===== config.mk =====
export PLATFORM = sky130hd
export DESIGN_NAME = dedup_fifo_queue_flat
export DESIGN_NICKNAME = d
export VERILOG_FILES = /design/src/hw/rtl/dfq_pkg.sv /design/src/hw/rtl/dfq_req_if.sv /design/src/hw/rtl/dfq_rsp_if.sv /design/src/hw/rtl/dedup_fifo_queue.sv /design/src/hw/rtl/dfq_cell.sv /design/src/flat_wrapper.sv
export SDC_FILE = /design/constraint.sdc
export NUM_CORES = 1
export LEC_CHECK = 0
export ABC_AREA = 1
export BUFFER_PORTS_ARGS = -buffer_cell sky130_fd_sc_hd__buf_2
export CORE_MARGIN = 3
export CORE_UTILIZATION = 55
export CTS_CLUSTER_SIZE = 30
export DETAILED_ROUTE_END_ITERATION = 6
export PLACE_DENSITY_LB_ADDON = 0.12
export SLEW_MARGIN = 25
export SYNTH_ARGS = -nofsm -noshare
export SYNTH_HDL_FRONTEND = slang
export SYNTH_HIERARCHICAL = 1
export SYNTH_SLANG_ARGS = --single-unit

===== constraint.sdc =====
create_clock -name clk -period 6.9 [get_ports clk]
set_input_delay 1.035 -clock clk [delete_from_list [all_inputs] [get_ports clk]]
set_output_delay 1.035 -clock clk [all_outputs]
set_load 0.05 [all_outputs]

===== src/hw/rtl/dfq_pkg.sv =====
package dfq_pkg;

  // Queue geometry
  localparam int DEPTH      = 16;
  localparam int DATA_WIDTH = 16;
  localparam int CNT_W      = $clog2(DEPTH + 1);

  // Field widths on the channels
  localparam int OP_W     = 2;
  localparam int VALUE_W  = 16;
  localparam int STATUS_W = 3;
  localparam int FILL_W   = 5;

  typedef logic [OP_W-1:0]       op_t;
  typedef logic [VALUE_W-1:0]    value_t;
  typedef logic [STATUS_W-1:0]   status_t;
  typedef logic [FILL_W-1:0]     fill_t;
  typedef logic [DATA_WIDTH-1:0] data_t;
  typedef logic [CNT_W-1:0]      cnt_t;

  // Command codes; any other code acts as flush
  localparam op_t OP_ENQ   = 2'd0;
  localparam op_t OP_DEQ   = 2'd1;
  localparam op_t OP_FLUSH = 2'd2;

  // Result codes
  localparam status_t ST_ENQ   = 3'd0;
  localparam status_t ST_DUP   = 3'd1;
  localparam status_t ST_FULL  = 3'd2;
  localparam status_t ST_DEQ   = 3'd3;
  localparam status_t ST_EMPTY = 3'd4;
  localparam status_t ST_FLUSH = 3'd5;

  // Control broadcast to every cell of the chain
  typedef struct packed {
    logic enq;    // successful enqueue this cycle
    logic deq;    // successful dequeue this cycle, chain shifts to head
    logic flush;  // drop all entries
  } cell_ctrl_t;

endpackage


===== src/hw/rtl/dfq_req_if.sv =====
interface dfq_req_if;
  logic           valid;
  logic           ready;
  dfq_pkg::op_t    op;
  dfq_pkg::value_t value;

  modport source (output valid, output op, output value, input ready);
  modport sink   (input valid, input op, input value, output ready);
endinterface


===== src/hw/rtl/dfq_rsp_if.sv =====
interface dfq_rsp_if;
  logic             valid;
  logic             ready;
  dfq_pkg::status_t status;
  dfq_pkg::value_t  out_value;
  dfq_pkg::fill_t   fill_count;

  modport source (output valid, output status, output out_value, output fill_count,
                  input ready);
  modport sink   (input valid, input status, input out_value, input fill_count,
                  output ready);
endinterface


===== src/hw/rtl/dedup_fifo_queue.sv =====
// A result is registered and presented in the cycle after its request is accepted.
// Throughput: one request per cycle while each result is taken as it appears;
// the chain of cells compares combinationally and shifts as a request is taken, and a result still
// waiting in the output register holds off the next request until it is taken.
// Reset (rst, synchronous) empties the queue and drops any pending result;
// stored words are not cleared.
module dedup_fifo_queue (
  input  logic      clk,
  input  logic      rst,
  dfq_req_if.sink   req,
  dfq_rsp_if.source rsp
);
  import dfq_pkg::*;

  logic [DEPTH-1:0] valid_vec;
  logic [DEPTH-1:0] match_vec;
  data_t            data_arr [DEPTH];
  cell_ctrl_t       ctrl;
  cnt_t             count;
  cnt_t             count_next;
  logic             in_acc;
  logic             is_enq;
  logic             is_deq;
  logic             is_flush;
  logic             dup;
  logic             full;
  logic             empty;
  data_t            in_data;
  status_t          status_next;
  value_t           out_value_next;

  // Accept when the result register is free or being emptied
  assign req.ready = !rsp.valid || rsp.ready;
  assign in_acc    = req.valid && req.ready;

  // Decode the request
  assign in_data  = req.value[DATA_WIDTH-1:0];
  assign is_enq   = (req.op == OP_ENQ);
  assign is_deq   = (req.op == OP_DEQ);
  assign is_flush = !is_enq && !is_deq;
  assign dup      = |match_vec;
  assign full     = (count == cnt_t'(DEPTH));
  assign empty    = (count == '0);

  assign ctrl.enq   = in_acc && is_enq && !dup && !full;
  assign ctrl.deq   = in_acc && is_deq && !empty;
  assign ctrl.flush = in_acc && is_flush;

  // Chain of cells, oldest entry in cell zero
  for (genvar i = 0; i < DEPTH; i++) begin : g_cell
    logic  prev_v;
    logic  next_v;
    data_t next_d;

    if (i == 0) begin : g_first
      assign prev_v = 1'b1;
    end else begin : g_mid
      assign prev_v = valid_vec[i-1];
    end

    if (i == DEPTH - 1) begin : g_last
      assign next_v = 1'b0;
      assign next_d = '0;
    end else begin : g_inner
      assign next_v = valid_vec[i+1];
      assign next_d = data_arr[i+1];
    end

    dfq_cell u_cell (
      .clk        (clk),
      .rst        (rst),
      .ctrl       (ctrl),
      .value      (in_data),
      .prev_valid (prev_v),
      .next_valid (next_v),
      .next_data  (next_d),
      .valid      (valid_vec[i]),
      .data       (data_arr[i]),
      .match      (match_vec[i])
    );
  end

  // Work out status, returned word and new fill level
  always_comb begin
    status_next    = ST_FLUSH;
    out_value_next = '0;
    count_next     = count;
    if (is_flush) begin
      status_next = ST_FLUSH;
      count_next  = '0;
    end else if (is_enq) begin
      if (dup) begin
        status_next = ST_DUP;
      end else if (full) begin
        status_next = ST_FULL;
      end else begin
        status_next = ST_ENQ;
        count_next  = cnt_t'(count + 1'b1);
      end
    end else begin
      if (empty) begin
        status_next = ST_EMPTY;
      end else begin
        status_next    = ST_DEQ;
        out_value_next = value_t'(data_arr[0]);
        count_next     = cnt_t'(count - 1'b1);
      end
    end
  end

  // Advance the fill level
  always_ff @(posedge clk) begin
    if (rst) begin
      count <= '0;
    end else if (in_acc) begin
      count <= count_next;
    end
  end

  // Hold the result until it is taken
  always_ff @(posedge clk) begin
    if (rst) begin
      rsp.valid <= 1'b0;
    end else if (in_acc) begin
      rsp.valid <= 1'b1;
    end else if (rsp.ready) begin
      rsp.valid <= 1'b0;
    end
  end

  always_ff @(posedge clk) begin
    if (in_acc) begin
      rsp.status     <= status_next;
      rsp.out_value  <= out_value_next;
      rsp.fill_count <= fill_t'(count_next);
    end
  end

  // Fill level agrees with the occupied cells
  a_count_matches: assert property (@(posedge clk) disable iff (rst)
    count == cnt_t'($countones(valid_vec)))
    else $error("fill level does not match occupied cells");

  // Occupied cells form an unbroken run from the head
  a_contiguous: assert property (@(posedge clk) disable iff (rst)
    (valid_vec & DEPTH'(valid_vec + 1'b1)) == '0)
    else $error("gap in the chain of occupied cells");

  // A flush leaves every cell empty
  a_flush_empties: assert property (@(posedge clk) disable iff (rst)
    ctrl.flush |=> (valid_vec == '0))
    else $error("cells still occupied after flush");

  // A returned word is reported together with the reduced fill level
  a_deq_count: assert property (@(posedge clk) disable iff (rst)
    ctrl.deq |=> (rsp.valid && rsp.status == ST_DEQ && count == cnt_t'($past(count) - 1'b1)))
    else $error("dequeue result inconsistent with fill level");

endmodule


===== src/hw/rtl/dfq_cell.sv =====
module dfq_cell (
  input  logic                clk,
  input  logic                rst,
  input  dfq_pkg::cell_ctrl_t ctrl,
  input  dfq_pkg::data_t      value,
  input  logic                prev_valid,
  input  logic                next_valid,
  input  dfq_pkg::data_t      next_data,
  output logic                valid,
  output dfq_pkg::data_t      data,
  output logic                match
);
  import dfq_pkg::*;

  logic load;

  // Take the new word when this is the first free cell
  assign load = ctrl.enq && !valid && prev_valid;

  // Hold, shift from the neighbour, or load the new word
  always_ff @(posedge clk) begin
    if (rst) begin
      valid <= 1'b0;
    end else if (ctrl.flush) begin
      valid <= 1'b0;
    end else if (ctrl.deq) begin
      valid <= next_valid;
    end else if (load) begin
      valid <= 1'b1;
    end
  end

  always_ff @(posedge clk) begin
    if (ctrl.deq) begin
      data <= next_data;
    end else if (load) begin
      data <= value;
    end
  end

  // Local duplicate compare
  assign match = valid && (data == value);

endmodule

===== src/flat_wrapper.sv =====
// flat-port wrapper written by rule: the top's interface ports become plain ports
module dedup_fifo_queue_flat import dfq_pkg::*;
  (clk, rst, req_valid, req_op, req_value, req_ready, rsp_valid, rsp_status, rsp_out_value, rsp_fill_count, rsp_ready);
  dfq_req_if req_i ();
  dfq_rsp_if rsp_i ();
  input  logic clk;
  input  logic rst;
  input wire logic [$bits(req_i.valid)-1:0] req_valid;
  input wire logic [$bits(req_i.op)-1:0] req_op;
  input wire logic [$bits(req_i.value)-1:0] req_value;
  output wire logic [$bits(req_i.ready)-1:0] req_ready;
  output wire logic [$bits(rsp_i.valid)-1:0] rsp_valid;
  output wire logic [$bits(rsp_i.status)-1:0] rsp_status;
  output wire logic [$bits(rsp_i.out_value)-1:0] rsp_out_value;
  output wire logic [$bits(rsp_i.fill_count)-1:0] rsp_fill_count;
  input wire logic [$bits(rsp_i.ready)-1:0] rsp_ready;
  assign req_i.valid = req_valid;
  assign req_i.op = req_op;
  assign req_i.value = req_value;
  assign req_ready = req_i.ready;
  assign rsp_valid = rsp_i.valid;
  assign rsp_status = rsp_i.status;
  assign rsp_out_value = rsp_i.out_value;
  assign rsp_fill_count = rsp_i.fill_count;
  assign rsp_i.ready = rsp_ready;
  dedup_fifo_queue u_core (.clk(clk), .rst(rst), .req(req_i), .rsp(rsp_i));
endmodule

==> flow_summary.toml <==
[floorplanning]
core_sq_um = 30990
die-area_sq_um = 34000
num_rows = 64
initial_core_util = 0.5648
dieHeight_microns = 184.4
fp.dieW_microns = 184.4
ioPinCount = 48

[timing]
finClkSkew_ns = 0.01609
rsz0062_at_grt = "no"
max-slew-margin-rel = 0.3921
tightest_slew_ns = 0.9118
setup_violations = 0
finalMaxSlewViolations = 0
finalCritPeriodShare = 0.6595
max_clock_freq_ghz = 0.2197
tns_ns = 0
finalHoldViolations = 0
fin_crit_ns = 4.551

[critical_path]
cp.required_ns = 7.04
critPathLaunchType = "input pin"
path_cells = "buf_2, buf_4, nand2_1, nand2_1, nor2_1, nand2_1, nor2_1, nand2_1, nor2_2, inv_1, nand2_1, nor2_1, nand2_1, nor2_1, nand3_1, nor2_1, buf_4, nand3_1, nand2_1"
cp_slowest_cell = "nand2_1"
worstPathArrival_ns = 4.69
cp-end-kind = "flip-flop"
setup.worst_path.class = "in -> reg"
crit_fanout = 25
critPathMaxStageDelay_ns = 0.58
cp_common_cell = "nand2_1"

[synth]
synthesis.area_sq_um = 17500
synthCells = 2320
synth_warnings = 6
ys_seq_elements = 302
seq_area_frac_synth = 0.5055
syn_avg_cell_area_sq_um = 7.544
synth_cell_type_count = 26

[detailed_routing]
drtAntennaViolNets = 0
wl_per_cell_microns = 15.32
finalWirelength_microns = 42950
remaining_drc_errors = 0
drt-initial-drc-count = 1368
dr.pass1.iters = 6
num_vias = 14670
via_per_inst = 5.233

[clocking]
clock-root-buffer = "clkbuf_16"
clock_sinks = 302
post_cts_resized = 0
cts_buffer_depth = 3
hold_buffers = 0
clkTransAtPathRegs_ns = 0.05
cts_tree = "done"
numCtsBuffers = 36
insertion_delay_ns = 0.52
cts_max_level = 2
postCtsSetupRepairBufs = 0

[status]
status = "complete, no violations"

[min_path]
hp-class = "reg -> reg"

[cells_and_area]
multi_input_area_sq_um = 6805
final_util = 0.6177
final.fill_count = 2744
syn_to_final_growth_pct = 9.358
seq_area_sq_um = 8848
diodes = 0
drive_gt1_frac = 0.06730
fin_nets = 2403

[flow_run]
cap_violations = 0

[power_and_ir_drop]
power_density_nw_per_um2 = 232.8
p_total_mw = 4.456
leakagePower_nw = 8.889
ir_worst_vdd_uv = 195.4

[global_routing]
grt_pass1_wl_microns = 69260
antenna_found_initial = 0
grt_pass1_vias = 13960
track_usage = 0.2501
grt_max_degree = 135
global_route.overflow_total = 0

[placed_design]
place_hpwl_microns = 28170
io_buffers = 47
gp_congestion = 0.8527
-- final timing paths --
check / start / end / slack [ns] / cells past startpoint
setup / recovery: req_value[4] / u_core/g_cell[14].u_cell/data[13]$_DFFE_PP_ / 2.35 / 19
hold / removal: u_core/rsp.valid$_SDFFE_PP0P_ / u_core/rsp.valid$_SDFFE_PP0P_ / 0.51 / 2
setup reg to reg: u_core/count[0]$_SDFFE_PP0N_ / u_core/g_cell[6].u_cell/data[8]$_DFFE_PP_ / 3.21 / 10
hold reg to reg: u_core/rsp.valid$_SDFFE_PP0P_ / u_core/rsp.valid$_SDFFE_PP0P_ / 0.51 / 2
-- synthesized netlist by cell type (all sizes together) --
master | number | share of area
dfxtp | 22 | 0.025
nand4 | 1 | 0.00036
a21oi | 6 | 0.0017
nand2 | 935 | 0.20
o221ai | 16 | 0.0080
conb | 2 | 0.00043
o21ai | 230 | 0.066
buf | 50 | 0.021
nor2 | 210 | 0.048
ha | 2 | 0.0014
o31ai | 1 | 0.00043
nand3 | 46 | 0.013
nor3 | 16 | 0.0046
o211ai | 2 | 0.00086
inv | 415 | 0.089
edfxtp | 280 | 0.48
xor2 | 54 | 0.027
o22ai | 32 | 0.011
-- logic make-up after synthesis --
family | after synthesis | synth area share
AOI/OAI and AO/OA | 287 | 0.08843
xor gates and xnor gates | 54 | 0.02702
adders and majority gates | 2 | 0.001429
buffers and inverters | 465 | 0.1095
DFF | 302 | 0.5055
other | 2 | 0.0004291
and+or+nand+nor | 1208 | 0.2676
-- final cells by class --
type,instances,area share
Sequential cell,302,0.4623
Multi-Input combinational cell,1569,0.3555
Inverter,415,0.08138
Clock buffer,52,0.05288
Tap cell,396,0.02589
Timing Repair Buffer,55,0.01693
Clock inverter,14,0.005099
-- worst max-delay path, delay by kind of cell --
family / cells / cell delay [ns]
and+or+nand+nor: 15 / 2.43
buffers and inverters: 4 / 1.18
-- cell usage in the layout (no fill, tap or decap), drive strengths merged, types with 2 or more instances in the layout --
cell,synthesis,final
o221ai,16,16
ha,2,2
buf,50,55
nand2,935,935
o22ai,32,32
a21oi,6,6
clkbuf,0,52
nor3,16,16
dfxtp,22,22
edfxtp,280,280
conb,2,18
o211ai,2,2
clkinv,0,10
nand3,46,46
nor2,210,210
o21ai,230,230
xor2,54,54
inv,415,417
-- layer usage --
layer | up-vias | routed length [microns] | GRT usage
met5 | - | 0 | 0
met4 | 0 | 1090 | 0.07620
met3 | 80 | 2124 | 0.03335
met2 | 418 | 20560 | 0.4260
met1 | 6801 | 19180 | 0.3350
li1 | 7368 | - | -
-- registers in the layout, indices dropped and copies added (netlist names) --
register	count
u_core/rsp.status	3
u_core/rsp.fill_count	5
u_core/count	5
u_core/g_cell.u_cell/valid	16
u_core/rsp.out_value	16
u_core/g_cell.u_cell/data	256
u_core/rsp.valid	1
-- power by group --
part | total [mW] | switching, mW | internal [mW]
sequential | 2.16 | 0.0513 | 2.10
clock | 1.80 | 0.737 | 1.06
combinational | 0.505 | 0.367 | 0.138
-- stage by stage --
| stage | setup WS (ns) | hold WS (ns) | area (sq um) | cells |
|---|---|---|---|---|
| 5_1_grt | 2.020 | 0.5287 | 19140 | 2803 |
| 2_1_floorplan | 3.071 | 0.5197 | 17560 | 2336 |
| 4_1_cts | 2.431 | 0.5130 | 19140 | 2803 |
| 3_3_place_gp | 2.003 | 0.4907 | 18030 | 2737 |
| 3_5_place_dp | 1.865 | 0.5022 | 18030 | 2737 |
| 6_report | 2.349 | 0.5056 | 19140 | 2803 |
Power figures use the tool's default switching activity.
